<file path="src/rtl/stc_pkg.sv">
// ----------------------------------------------------------------------------
// Sustained threshold cascade package
// Shared types, field widths and codes for the threshold cascade.
// ----------------------------------------------------------------------------
`default_nettype none

package stc_pkg;

    localparam int WORD_REGS  = 4;
    localparam int WORD_IDX_W = 2;
    localparam int USAGE_W    = 32;
    localparam int TICK_W     = 24;
    localparam int ACTION_W   = 3;
    localparam int LEVEL_W    = 3;
    localparam int COUNT_W    = 3;
    localparam int REG_IDX_W  = 3;
    localparam int CFG_DATA_W = 59;

    localparam logic [TICK_W-1:0] TICK_MAX = '1;

    localparam logic [REG_IDX_W-1:0] REG_LEVEL_COUNT = 3'd0;
    localparam logic [REG_IDX_W-1:0] REG_LEVEL_BASE  = 3'd1;

    localparam logic CMD_SAMPLE = 1'b0;
    localparam logic CMD_CLEAR  = 1'b1;

    localparam logic [ACTION_W-1:0] ACT_NONE = 3'd0;
    localparam logic [ACTION_W-1:0] ACT_KILL = 3'd4;

    localparam logic signed [LEVEL_W-1:0] NO_LEVEL = -3'sd1;

    typedef struct packed {
        logic [ACTION_W-1:0] action;
        logic [TICK_W-1:0]   sustain;
        logic [USAGE_W-1:0]  threshold;
    } level_t;

    typedef struct packed {
        logic                  hit;
        logic [WORD_IDX_W-1:0] idx;
    } match_t;

endpackage : stc_pkg

`default_nettype wire

</file>
<file path="src/rtl/stc_sample_if.sv">
// ----------------------------------------------------------------------------
// Sample channel
// Valid/ready channel that carries one sample or clear request.
// ----------------------------------------------------------------------------
`default_nettype none

interface stc_sample_if
    import stc_pkg::*;
    ();
    logic               valid;
    logic               ready;
    logic               cmd;
    logic [USAGE_W-1:0] usage_kb;

    modport source (output valid, output cmd, output usage_kb, input ready);
    modport sink   (input valid, input cmd, input usage_kb, output ready);
endinterface : stc_sample_if

`default_nettype wire

</file>
<file path="src/rtl/stc_result_if.sv">
// ----------------------------------------------------------------------------
// Result channel
// Valid/ready channel that carries one action and level result.
// ----------------------------------------------------------------------------
`default_nettype none

interface stc_result_if
    import stc_pkg::*;
    ();
    logic                       valid;
    logic                       ready;
    logic [ACTION_W-1:0]        action_code;
    logic signed [LEVEL_W-1:0]  active_level;

    modport source (output valid, output action_code, output active_level, input ready);
    modport sink   (input valid, input action_code, input active_level, output ready);
endinterface : stc_result_if

`default_nettype wire

</file>
<file path="src/rtl/stc_level_match.sv">
// ----------------------------------------------------------------------------
// Level match
// Finds the highest enabled level whose threshold the usage meets.
// ----------------------------------------------------------------------------
`default_nettype none

module stc_level_match
    import stc_pkg::*;
#(
    parameter int NUM_WORDS = 4
)(
    input  wire logic [COUNT_W-1:0] level_count,
    input  wire level_t             levels [NUM_WORDS],
    input  wire logic [USAGE_W-1:0] usage_kb,
    output match_t                  match
);

    logic [COUNT_W-1:0] eff_count;

    assign eff_count = (level_count > COUNT_W'(NUM_WORDS)) ? COUNT_W'(NUM_WORDS) : level_count;

    always_comb
    begin
        match = '0;
        for (int i = 0; i < NUM_WORDS; i++)
        begin
            if ((COUNT_W'(i) < eff_count) && (usage_kb >= levels[i].threshold))
            begin
                match.hit = 1'b1;
                match.idx = WORD_IDX_W'(i);
            end
        end
    end

endmodule : stc_level_match

`default_nettype wire

</file>
<file path="src/rtl/sustained_threshold_cascade.sv">
// ----------------------------------------------------------------------------
// Sustained threshold cascade
// Tracks how long usage stays at a threshold level and emits the level's
// action once when it has been held for the configured number of ticks.
// ----------------------------------------------------------------------------
// A request goes from the input register through the match and counter
// update to the result register. Throughput: one request per cycle while
// the result channel is not stalled, set by that combinational step.
// Reset clears the tracking state, the pipeline valids and all configuration.
// ----------------------------------------------------------------------------
`default_nettype none

module sustained_threshold_cascade
    import stc_pkg::*;
#(
    parameter int LEVELS = 4
)(
    input  wire logic                  clk,
    input  wire logic                  rst_n,
    stc_sample_if.sink                 sample,
    stc_result_if.source               result,
    input  wire logic                  cfg_we,
    input  wire logic [REG_IDX_W-1:0]  cfg_index,
    input  wire logic [CFG_DATA_W-1:0] cfg_data
);

    localparam int NUM_WORDS = (LEVELS < WORD_REGS) ? LEVELS : WORD_REGS;

    logic [COUNT_W-1:0]        level_count_reg;
    level_t                    level_reg [NUM_WORDS];

    logic                      in_valid_reg;
    logic                      in_cmd_reg;
    logic [USAGE_W-1:0]        in_usage_reg;

    logic                      trk_hit_reg;
    logic                      trk_hit_next;
    logic [WORD_IDX_W-1:0]     trk_idx_reg;
    logic [WORD_IDX_W-1:0]     trk_idx_next;
    logic [TICK_W-1:0]         tick_reg;
    logic [TICK_W-1:0]         tick_next;
    logic                      fired_reg;
    logic                      fired_next;

    logic                      out_valid_reg;
    logic [ACTION_W-1:0]       out_action_reg;
    logic [ACTION_W-1:0]       out_action_next;
    logic signed [LEVEL_W-1:0] out_level_reg;
    logic signed [LEVEL_W-1:0] out_level_next;

    match_t                    match;
    level_t                    sel_level;
    logic                      advance;
    logic                      changed;
    logic                      fired_keep;

    stc_level_match #(
        .NUM_WORDS (NUM_WORDS)
    ) u_match (
        .level_count (level_count_reg),
        .levels      (level_reg),
        .usage_kb    (in_usage_reg),
        .match       (match)
    );

    assign advance      = in_valid_reg && (!out_valid_reg || result.ready);
    assign sample.ready = !in_valid_reg || advance;

    always_ff @(posedge clk or negedge rst_n)
    begin
        if (!rst_n)
        begin
            level_count_reg <= '0;
            for (int i = 0; i < NUM_WORDS; i++)
            begin
                level_reg[i] <= '0;
            end
        end
        else if (cfg_we)
        begin
            if (cfg_index == REG_LEVEL_COUNT)
            begin
                level_count_reg <= cfg_data[COUNT_W-1:0];
            end
            for (int i = 0; i < NUM_WORDS; i++)
            begin
                if (cfg_index == REG_IDX_W'(int'(REG_LEVEL_BASE) + i))
                begin
                    level_reg[i] <= level_t'(cfg_data);
                end
            end
        end
    end

    always_ff @(posedge clk or negedge rst_n)
    begin
        if (!rst_n)
        begin
            in_valid_reg <= 1'b0;
        end
        else if (sample.ready)
        begin
            in_valid_reg <= sample.valid;
        end
    end

    always_ff @(posedge clk)
    begin
        if (sample.valid && sample.ready)
        begin
            in_cmd_reg   <= sample.cmd;
            in_usage_reg <= sample.usage_kb;
        end
    end

    always_comb
    begin
        sel_level = level_reg[0];
        for (int i = 0; i < NUM_WORDS; i++)
        begin
            if (match.idx == WORD_IDX_W'(i))
            begin
                sel_level = level_reg[i];
            end
        end
    end

    always_comb
    begin
        changed         = (match.hit != trk_hit_reg) ||
                          (match.hit && (match.idx != trk_idx_reg));
        trk_hit_next    = match.hit;
        trk_idx_next    = match.idx;
        tick_next       = tick_reg;
        fired_keep      = fired_reg;
        fired_next      = fired_reg;
        out_action_next = ACT_NONE;
        out_level_next  = match.hit ? LEVEL_W'({1'b0, match.idx}) : NO_LEVEL;

        if (changed)
        begin
            tick_next  = TICK_W'(1);
            fired_keep = 1'b0;
        end
        else if (match.hit && (tick_reg != TICK_MAX))
        begin
            tick_next = tick_reg + TICK_W'(1);
        end

        fired_next = fired_keep;
        if (match.hit && !fired_keep && (tick_next >= sel_level.sustain))
        begin
            fired_next      = 1'b1;
            out_action_next = (sel_level.action > ACT_KILL) ? ACT_KILL : sel_level.action;
        end

        if (in_cmd_reg == CMD_CLEAR)
        begin
            trk_hit_next    = 1'b0;
            trk_idx_next    = '0;
            tick_next       = '0;
            fired_next      = 1'b0;
            out_action_next = ACT_NONE;
            out_level_next  = NO_LEVEL;
        end
    end

    always_ff @(posedge clk or negedge rst_n)
    begin
        if (!rst_n)
        begin
            trk_hit_reg <= 1'b0;
            trk_idx_reg <= '0;
            tick_reg    <= '0;
            fired_reg   <= 1'b0;
        end
        else if (advance)
        begin
            trk_hit_reg <= trk_hit_next;
            trk_idx_reg <= trk_idx_next;
            tick_reg    <= tick_next;
            fired_reg   <= fired_next;
        end
    end

    always_ff @(posedge clk or negedge rst_n)
    begin
        if (!rst_n)
        begin
            out_valid_reg <= 1'b0;
        end
        else if (advance)
        begin
            out_valid_reg <= 1'b1;
        end
        else if (result.ready)
        begin
            out_valid_reg <= 1'b0;
        end
    end

    always_ff @(posedge clk)
    begin
        if (advance)
        begin
            out_action_reg <= out_action_next;
            out_level_reg  <= out_level_next;
        end
    end

    assign result.valid        = out_valid_reg;
    assign result.action_code  = out_action_reg;
    assign result.active_level = out_level_reg;

endmodule : sustained_threshold_cascade

`default_nettype wire
</file>
<file path="src/flat_wrapper.sv">
// flat-port wrapper written by rule: the top's interface ports become plain ports
module sustained_threshold_cascade_flat import stc_pkg::*;
#(
    parameter int LEVELS = 4
)
  (clk, rst_n, cfg_we, cfg_index, cfg_data, sample_valid, sample_cmd, sample_usage_kb, sample_ready, result_valid, result_action_code, result_active_level, result_ready);
  stc_sample_if sample_i ();
  stc_result_if result_i ();
  input  wire logic clk;
  input  wire logic rst_n;
  input  wire logic cfg_we;
  input  wire logic [REG_IDX_W-1:0] cfg_index;
  input  wire logic [CFG_DATA_W-1:0] cfg_data;
  input wire logic [$bits(sample_i.valid)-1:0] sample_valid;
  input wire logic [$bits(sample_i.cmd)-1:0] sample_cmd;
  input wire logic [$bits(sample_i.usage_kb)-1:0] sample_usage_kb;
  output wire logic [$bits(sample_i.ready)-1:0] sample_ready;
  output wire logic [$bits(result_i.valid)-1:0] result_valid;
  output wire logic [$bits(result_i.action_code)-1:0] result_action_code;
  output wire logic [$bits(result_i.active_level)-1:0] result_active_level;
  input wire logic [$bits(result_i.ready)-1:0] result_ready;
  assign sample_i.valid = sample_valid;
  assign sample_i.cmd = sample_cmd;
  assign sample_i.usage_kb = sample_usage_kb;
  assign sample_ready = sample_i.ready;
  assign result_valid = result_i.valid;
  assign result_action_code = result_i.action_code;
  assign result_active_level = result_i.active_level;
  assign result_i.ready = result_ready;
  sustained_threshold_cascade #(.LEVELS(LEVELS)) u_core (.clk(clk), .rst_n(rst_n), .sample(sample_i), .result(result_i), .cfg_we(cfg_we), .cfg_index(cfg_index), .cfg_data(cfg_data));
endmodule
</file>
<file path="config.mk">
export PLATFORM = sky130hd
export DESIGN_NAME = sustained_threshold_cascade_flat
export DESIGN_NICKNAME = d
export VERILOG_FILES = /design/src/rtl/stc_pkg.sv /design/src/rtl/stc_sample_if.sv /design/src/rtl/stc_result_if.sv /design/src/rtl/stc_level_match.sv /design/src/rtl/sustained_threshold_cascade.sv /design/src/flat_wrapper.sv
export SDC_FILE = /design/constraint.sdc
export NUM_CORES = 1
export LEC_CHECK = 0
export ABC_AREA = 1
export BUFFER_PORTS_ARGS = -buffer_cell sky130_fd_sc_hd__buf_2
export CAP_MARGIN = 0
export CORE_MARGIN = 1
export CORE_UTILIZATION = 40
export CTS_CLUSTER_DIAMETER = 150
export DETAILED_ROUTE_END_ITERATION = 8
export PLACE_DENSITY_LB_ADDON = 0.12
export SETUP_SLACK_MARGIN = 0.2
export SLEW_MARGIN = 20
export SYNTH_ARGS = -nofsm -noshare
export SYNTH_HDL_FRONTEND = slang
export SYNTH_SLANG_ARGS = --single-unit
</file>
<file path="constraint.sdc">
create_clock -name clk -period 4.4 [get_ports clk]
set_input_delay 0.66 -clock clk [delete_from_list [all_inputs] [get_ports clk]]
set_output_delay 0.66 -clock clk [all_outputs]
set_load 0.05 [all_outputs]
</file>
==> Yosys cells after proc, flatten, opt, wreduce, memory -nomap -nowiden <==
Index checks and enable logic that the tools add are counted.
{ "totals": {"reg_bits": 308, "in_bits": 100, "out_inout_bits": 8} }
{ "op_classes": {"addsub": 1, "order_cmp": 11, "n_eq_ne": 10, "muxes": 20, "n_bitwise": 2, "reduce_logical": 26} }
{ "ops": {"columns": ["op", "n"], "rows": [
  ["59-bit two-way mux", 3],
  ["32-bit greater-or-equal comparator", 4],
  ["24-bit two-way mux", 3],
  ["24-bit by 1-bit adder with 24-bit output (second input constant)", 1],
  ["24-bit greater-or-equal comparator", 1],
  ["24-bit inequality test (second input constant)", 1],
  ["3-bit two-way mux", 7],
  ["1-bit logical AND", 10],
  ["2-bit AND reduction", 5],
  ["3-bit by 2-bit == test with 1-bit output (second input constant)", 2],
  ["3-bit greater-than comparator (second input constant)", 2],
  ["1-bit by 3-bit < comparator with 1-bit output (first input constant)", 2],
  ["2-bit by 3-bit < comparator with 1-bit output (first input constant)", 2],
  ["1-bit two-way mux", 6],
  ["2-bit == test (second input constant)", 2],
  ["2-bit OR reduction", 2],
  ["3-bit by 1-bit == test with 1-bit output (second input constant)", 1],
  ["3-bit == test (second input constant)", 1],
  ["1-bit logical NOT", 3],
  ["3-bit logical NOT", 1],
  ["1-bit logical OR", 3],
  ["3-bit OR reduction", 1],
  ["2-bit by 1-bit == test with 1-bit output (second input constant)", 1],
  ["2-bit two-way mux", 1],
  ["other kinds (4)", 5]
]} }

==> Longest topological paths before layout <==
{ "depth": {"depth_word": 17, "mapped_depth": 36} }

==> Cells and area by module <==
From an unflattened synthesis, not the netlist that was laid out.
{ "unflattened": {"hier_cells": 2118, "hier_area_um2": 16986.3} }
{ "by_module_without_submodules": {"columns": ["mod", "instances", "cells_per_inst", "area_per_inst_um2", "seq_area_each_um2"], "rows": [
  ["sustained_threshold_cascade", 1, 1526, 13467.9, 7902.6],
  ["stc_level_match", 1, 592, 3518.4, 0.0]
]} }

==> Worst setup path before layout <==
No wires, ideal clock.
{ "synth_path": {"kind": "register to register", "start": "register u_core.in_usage_reg[7]", "end": "register u_core.out_action_reg[2], in the netlist u_core.result.action_code[2], data pin", "setup_ps": 255, "arrival_time_ps": 3292, "t_required_ps": 4145, "slack_ps": 853, "path_stages_with_launch": 26, "n_path_buf": 2, "period_less_slack_ps": 3547, "path_cell_list": "edfxtp_1 ha_1 a21o_1 nor2_1 nand2_1 nand2_1 nand2_1 nand2_1 nand3_1 nand2_1 buf_6 nand4_4 nor2_1 nor2_4 nand2_4 buf_2 nor2_1 ha_1 a21oi_1 o21a_1 o221ai_1 nand3_1 nand3_1 a31oi_1 nor2_1 and3_1"} }
{ "synth_via": {"elab_chain_len": 14, "elab_cells_between_ends": 34, "cone_classes": "order compare: 6; eq/ne: 5; mux: 11; bitwise: 1; reduce/logical: 11"} }
{ "synth_lines": {"columns": ["item", "line", "text"], "rows": [
  ["start: declaration", "sustained_threshold_cascade.sv:34", "logic [USAGE_W-1:0] in_usage_reg;"],
  ["start signal: assignment", "sustained_threshold_cascade.sv:112", "in_usage_reg <= sample.usage_kb;"],
  ["32-bit greater-or-equal comparator", "stc_level_match.sv:27", "if ((COUNT_W'(i) < eff_count) && (usage_kb >= levels[i].threshold))"],
  ["1-bit logical AND", "stc_level_match.sv:27", null],
  ["3-bit two-way mux (3 in a row)", "stc_level_match.sv:27", null],
  ["3-bit two-way mux *", "stc_level_match.sv:27", null],
  ["parallel branches: the longest is 8 deep, another holds 24-bit greater-or-equal comparator", null, null],
  ["end signal: assignment", "sustained_threshold_cascade.sv:206", "out_action_reg <= out_action_next;"],
  ["end: declaration", "sustained_threshold_cascade.sv:46", "logic [ACTION_W-1:0] out_action_reg;"]
]} }
Every way passes the cells marked *.
A chain may end at the register's enable or synchronous reset.

==> Final worst setup path <==
Ends and elaborated chain as after synthesis.

==> key figures <==
Status
  • Status: finished with violations
  • Failing checks: design-rule violations

Setup path
  • Worst Path Required: 4.70 ns
  • Slowest library cell on the worst path: edfxtp_1
  • FF-to-FF End: u_core.result.action_code[2]
  • Largest delay share family, worst path: simple AND/OR/NAND/NOR gates
  • Worst path depth: 26
  • Worst-case reg-to-reg path depth: 26
  • Critical Path Max Stage Delay: 0.41 ns
  • Critical Path End: u_core.result.action_code[2]
  • CP Buf/Inv Count: 4
  • Reg2reg setup slack: 0.28 ns
  • CP Capture Type: register
  • Setup crit start: u_core.in_usage_reg[7]
  • Max FO, Critical Path: 5
  • Critical Path AT: 4.43 ns
  • Worst setup path category: reg -> reg
  • Reg2reg start: u_core.in_usage_reg[7]
  • Worst setup SP type: register

Route
  • Vias: 13,639
  • DRT Pass-1 Iters: 9
  • DR WL/cell: 16.47 µm
  • # DRC: 4
  • Via density: 5.022
  • Initial drt markers: 799
  • Routed Wire Length: 44.73 mm
  • Final antenna-violating net count: 0

Yosys
  • Post-Synthesis Cells: 2,017
  • #FFs+latches synth: 308
  • Top post-synthesis cells by area: dfrtp_1 (40%), nand2_1 (13%), ha_1 (11%)
  • Synth unique cells: 45
  • Yosys top cell by area: dfrtp_1
  • Mapped Avg Cell Area: 8.340 µm²
  • Sequential-to-total area share from yosys stat: 0.4698
  • Synth warnings: 0
  • Synth Flop Type: dfrtp_1
  • Share of the synthesized area in the top cell type: 0.4001
  • Ys async rst share: 0.8734
  • Synthesized Nets: 2,270
  • Area of the mapped netlist: 16,820 µm²
  • Post-synth EDFFs: 39

STA
  • Tmin final: 4.123 ns
  • Final clock skew: 0.01383 ns
  • Smallest hold slack: 0.1587 ns
  • Total negative setup slack: 0 ns
  • Fin. Hold Viols: 0
  • Slew Viols, Final: 0
  • RSZ-0062 raised after global routing: yes
  • FMAX: 242.6 MHz
  • Final setup viols: 0
  • Slew HR: 0.3304
  • Least-Margin Pin Slew: 1.004 ns
  • Final setup margin: 0.2774 ns
  • Tcrit/Tclk final: 0.9370

CTS
  • Clk_lat worst skew: 0.55 ns
  • Clock net sink count: 308
  • Hold buffers post-CTS: 0
  • CTS buffer count: 38
  • CTS tree: yes
  • CTS root buffer: clkbuf_16
  • H-tree depth: 2
  • Clk buf depth: 3
  • Clock slew at reported path FFs: 0.06 ns

Placement
  • Placed Area: 18,040 µm²
  • RD Place Congestion: 0.8950
  • DP Worst Slack: -0.1387 ns
  • Port Buffers: 107
  • Cells after DPL: 2,617
  • DPL Wire Length: 29.99 mm

Global routing
  • First-pass GRT wire length: 71.60 mm
  • Vias in the first global route: 13,463
  • Initial antenna violation count: 0
  • Largest net degree at the start of global routing: 97
  • GRT overflow: 0
  • Overall global routing resource usage: 0.2084

Pwr
  • Cell leakage power: 9.810 nW
  • Tot Pwr: 9.724 mW
  • VDD IR max: 0.0003451 V
  • Power per cell area: 479.4 nW/µm²

Worst hold path
  • Worst Hold Class: in -> async

Layout
  • Layout overhead on the synthesized area: 20.57%
  • Final nets: 2,409
  • Antenna Cells: 0
  • Share of cells above drive strength 1: 0.1799
  • Design Area, Final: 20,280 µm²
  • Finished Layout Cells: 2,716
  • Max reg flops: 236
  • Finished Core Util: 0.4934

Floorplanning
  • Die H: 207.1 µm
  • Total die area: 42,880 µm²
  • Initial Util: 0.4092
  • Rows: 74
  • Boundary Pins: 108
  • Die Wd: 207.1 µm
  • Core footprint: 41,110 µm²

Run
  • Maximum Capacitance Violations: 0
-- layout by cell type, fill, tap and decap left out, drive strengths merged, types with 3 or more instances in the layout --
| cell | netlist | final |
|---|---|---|
| o221ai | 13 | 13 |
| o21a | 10 | 10 |
| clkinv | 1 | 18 |
| nor2 | 93 | 93 |
| buf | 17 | 162 |
| a21oi | 84 | 84 |
| xor2 | 22 | 22 |
| o21ai | 282 | 282 |
| dfrtp | 269 | 269 |
| a221oi | 11 | 11 |
| inv | 289 | 292 |
| nand3 | 58 | 58 |
| nor3 | 12 | 12 |
| nand4 | 13 | 13 |
| ha | 153 | 153 |
| nand2 | 571 | 575 |
| edfxtp | 39 | 39 |
| nor4 | 10 | 10 |
| o22ai | 3 | 3 |
| clkbuf | 56 | 52 |
-- final cells by class --
type                            count  area (µm²)
Tap cell                          532       665.6
Timing Repair inverter              6       81.33
Multi-Input combinational cell   1350        8243
Sequential cell                   308        7903
Clock buffer                       52        1096
Fill cell                        4010       20830
Clock inverter                     16       103.9
Inverter                          290        1121
Timing Repair Buffer              162        1069
-- how the worst min path moves through the flow --
stage                            to  cells past startpoint  slack [ns]                 start
2_1_floorplan      u_core.fired_reg                      0        0.36                 rst_n
3_3_place_gp   u_core.level_reg[33]                      2        0.47  u_core.level_reg[33]
3_5_place_dp    u_core.tick_reg[23]                      2        0.47   u_core.tick_reg[23]
4_1_cts        u_core.level_reg[85]                      1        0.19                 rst_n
5_1_grt        u_core.level_reg[21]                      1        0.23                 rst_n
6_report       u_core.level_reg[23]                      1        0.16                 rst_n
-- where the power goes --
| group | internal, mW | leakage, nW | switching (mW) |
|---|---|---|---|
| Sequential | 3.36 | 3.79 | 0.275 |
| Clock | 1.80 | 0.601 | 1.22 |
| Combinational | 1.14 | 5.42 | 1.93 |
| Total | 6.29 | 9.81 | 3.43 |
-- cell usage after synthesis (all sizes together), types with 3 or more instances --
master,number
nand2,571
inv,289
o21ai,282
dfrtp,269
ha,153
nor2,93
a21oi,84
nand3,58
clkbuf,56
edfxtp,39
xor2,22
buf,17
nand4,13
o221ai,13
nor3,12
a221oi,11
nor4,10
o21a,10
o22ai,3
-- cells by family after synthesis --
| group | count (synthesis) | share of synthesized area |
|---|---|---|
| AOI/OAI and AO/OA | 411 | 0.1342 |
| DFF | 308 | 0.4698 |
| adders and majority gates | 153 | 0.1138 |
| and+or+nand+nor | 760 | 0.1860 |
| buffers and inverters | 363 | 0.08479 |
| xor gates and xnor gates | 22 | 0.01145 |
-- worst register-to-register path: stages, from the launching register on --
cell and delay [ns]:
edfxtp_1 0.41, buf_6 0.16, ha_1 0.32, a21oi_2 0.15
o21a_1 0.16, nand2_2 0.08, nand2_1 0.06, nand2_1 0.09
nand2_2 0.11, nand2_2 0.07, nand2_4 0.10, nand4_4 0.14
buf_12 0.17, nand2_8 0.18, clkinv_8 0.13, o21ai_4 0.14
inv_1 0.08, nor2_4 0.07, ha_1 0.26, a21oi_2 0.15
o21a_1 0.13, o211ai_1 0.10, nand2_1 0.08, nand3_1 0.08
a31oi_2 0.22, nor2_1 0.09, and3_1 0.18
-- timing repair --
item | 4_1_cts | 5_1_grt
endpoints found under the setup margin | 4 | 4
gates cloned | 0 | 10
pin swaps | 0 | 40
setup buffers | 3 | 18
resized for setup | 14 | 157
-- metal layers --
metal,part of all wire,vias up,global-route usage
li1,-,6835,-
met1,0.49,6471,0.3005
met2,0.45,273,0.3251
met3,0.044,60,0.03320
met4,0.019,0,0.05430
met5,0,-,0
(Power assumes the default switching activity.)
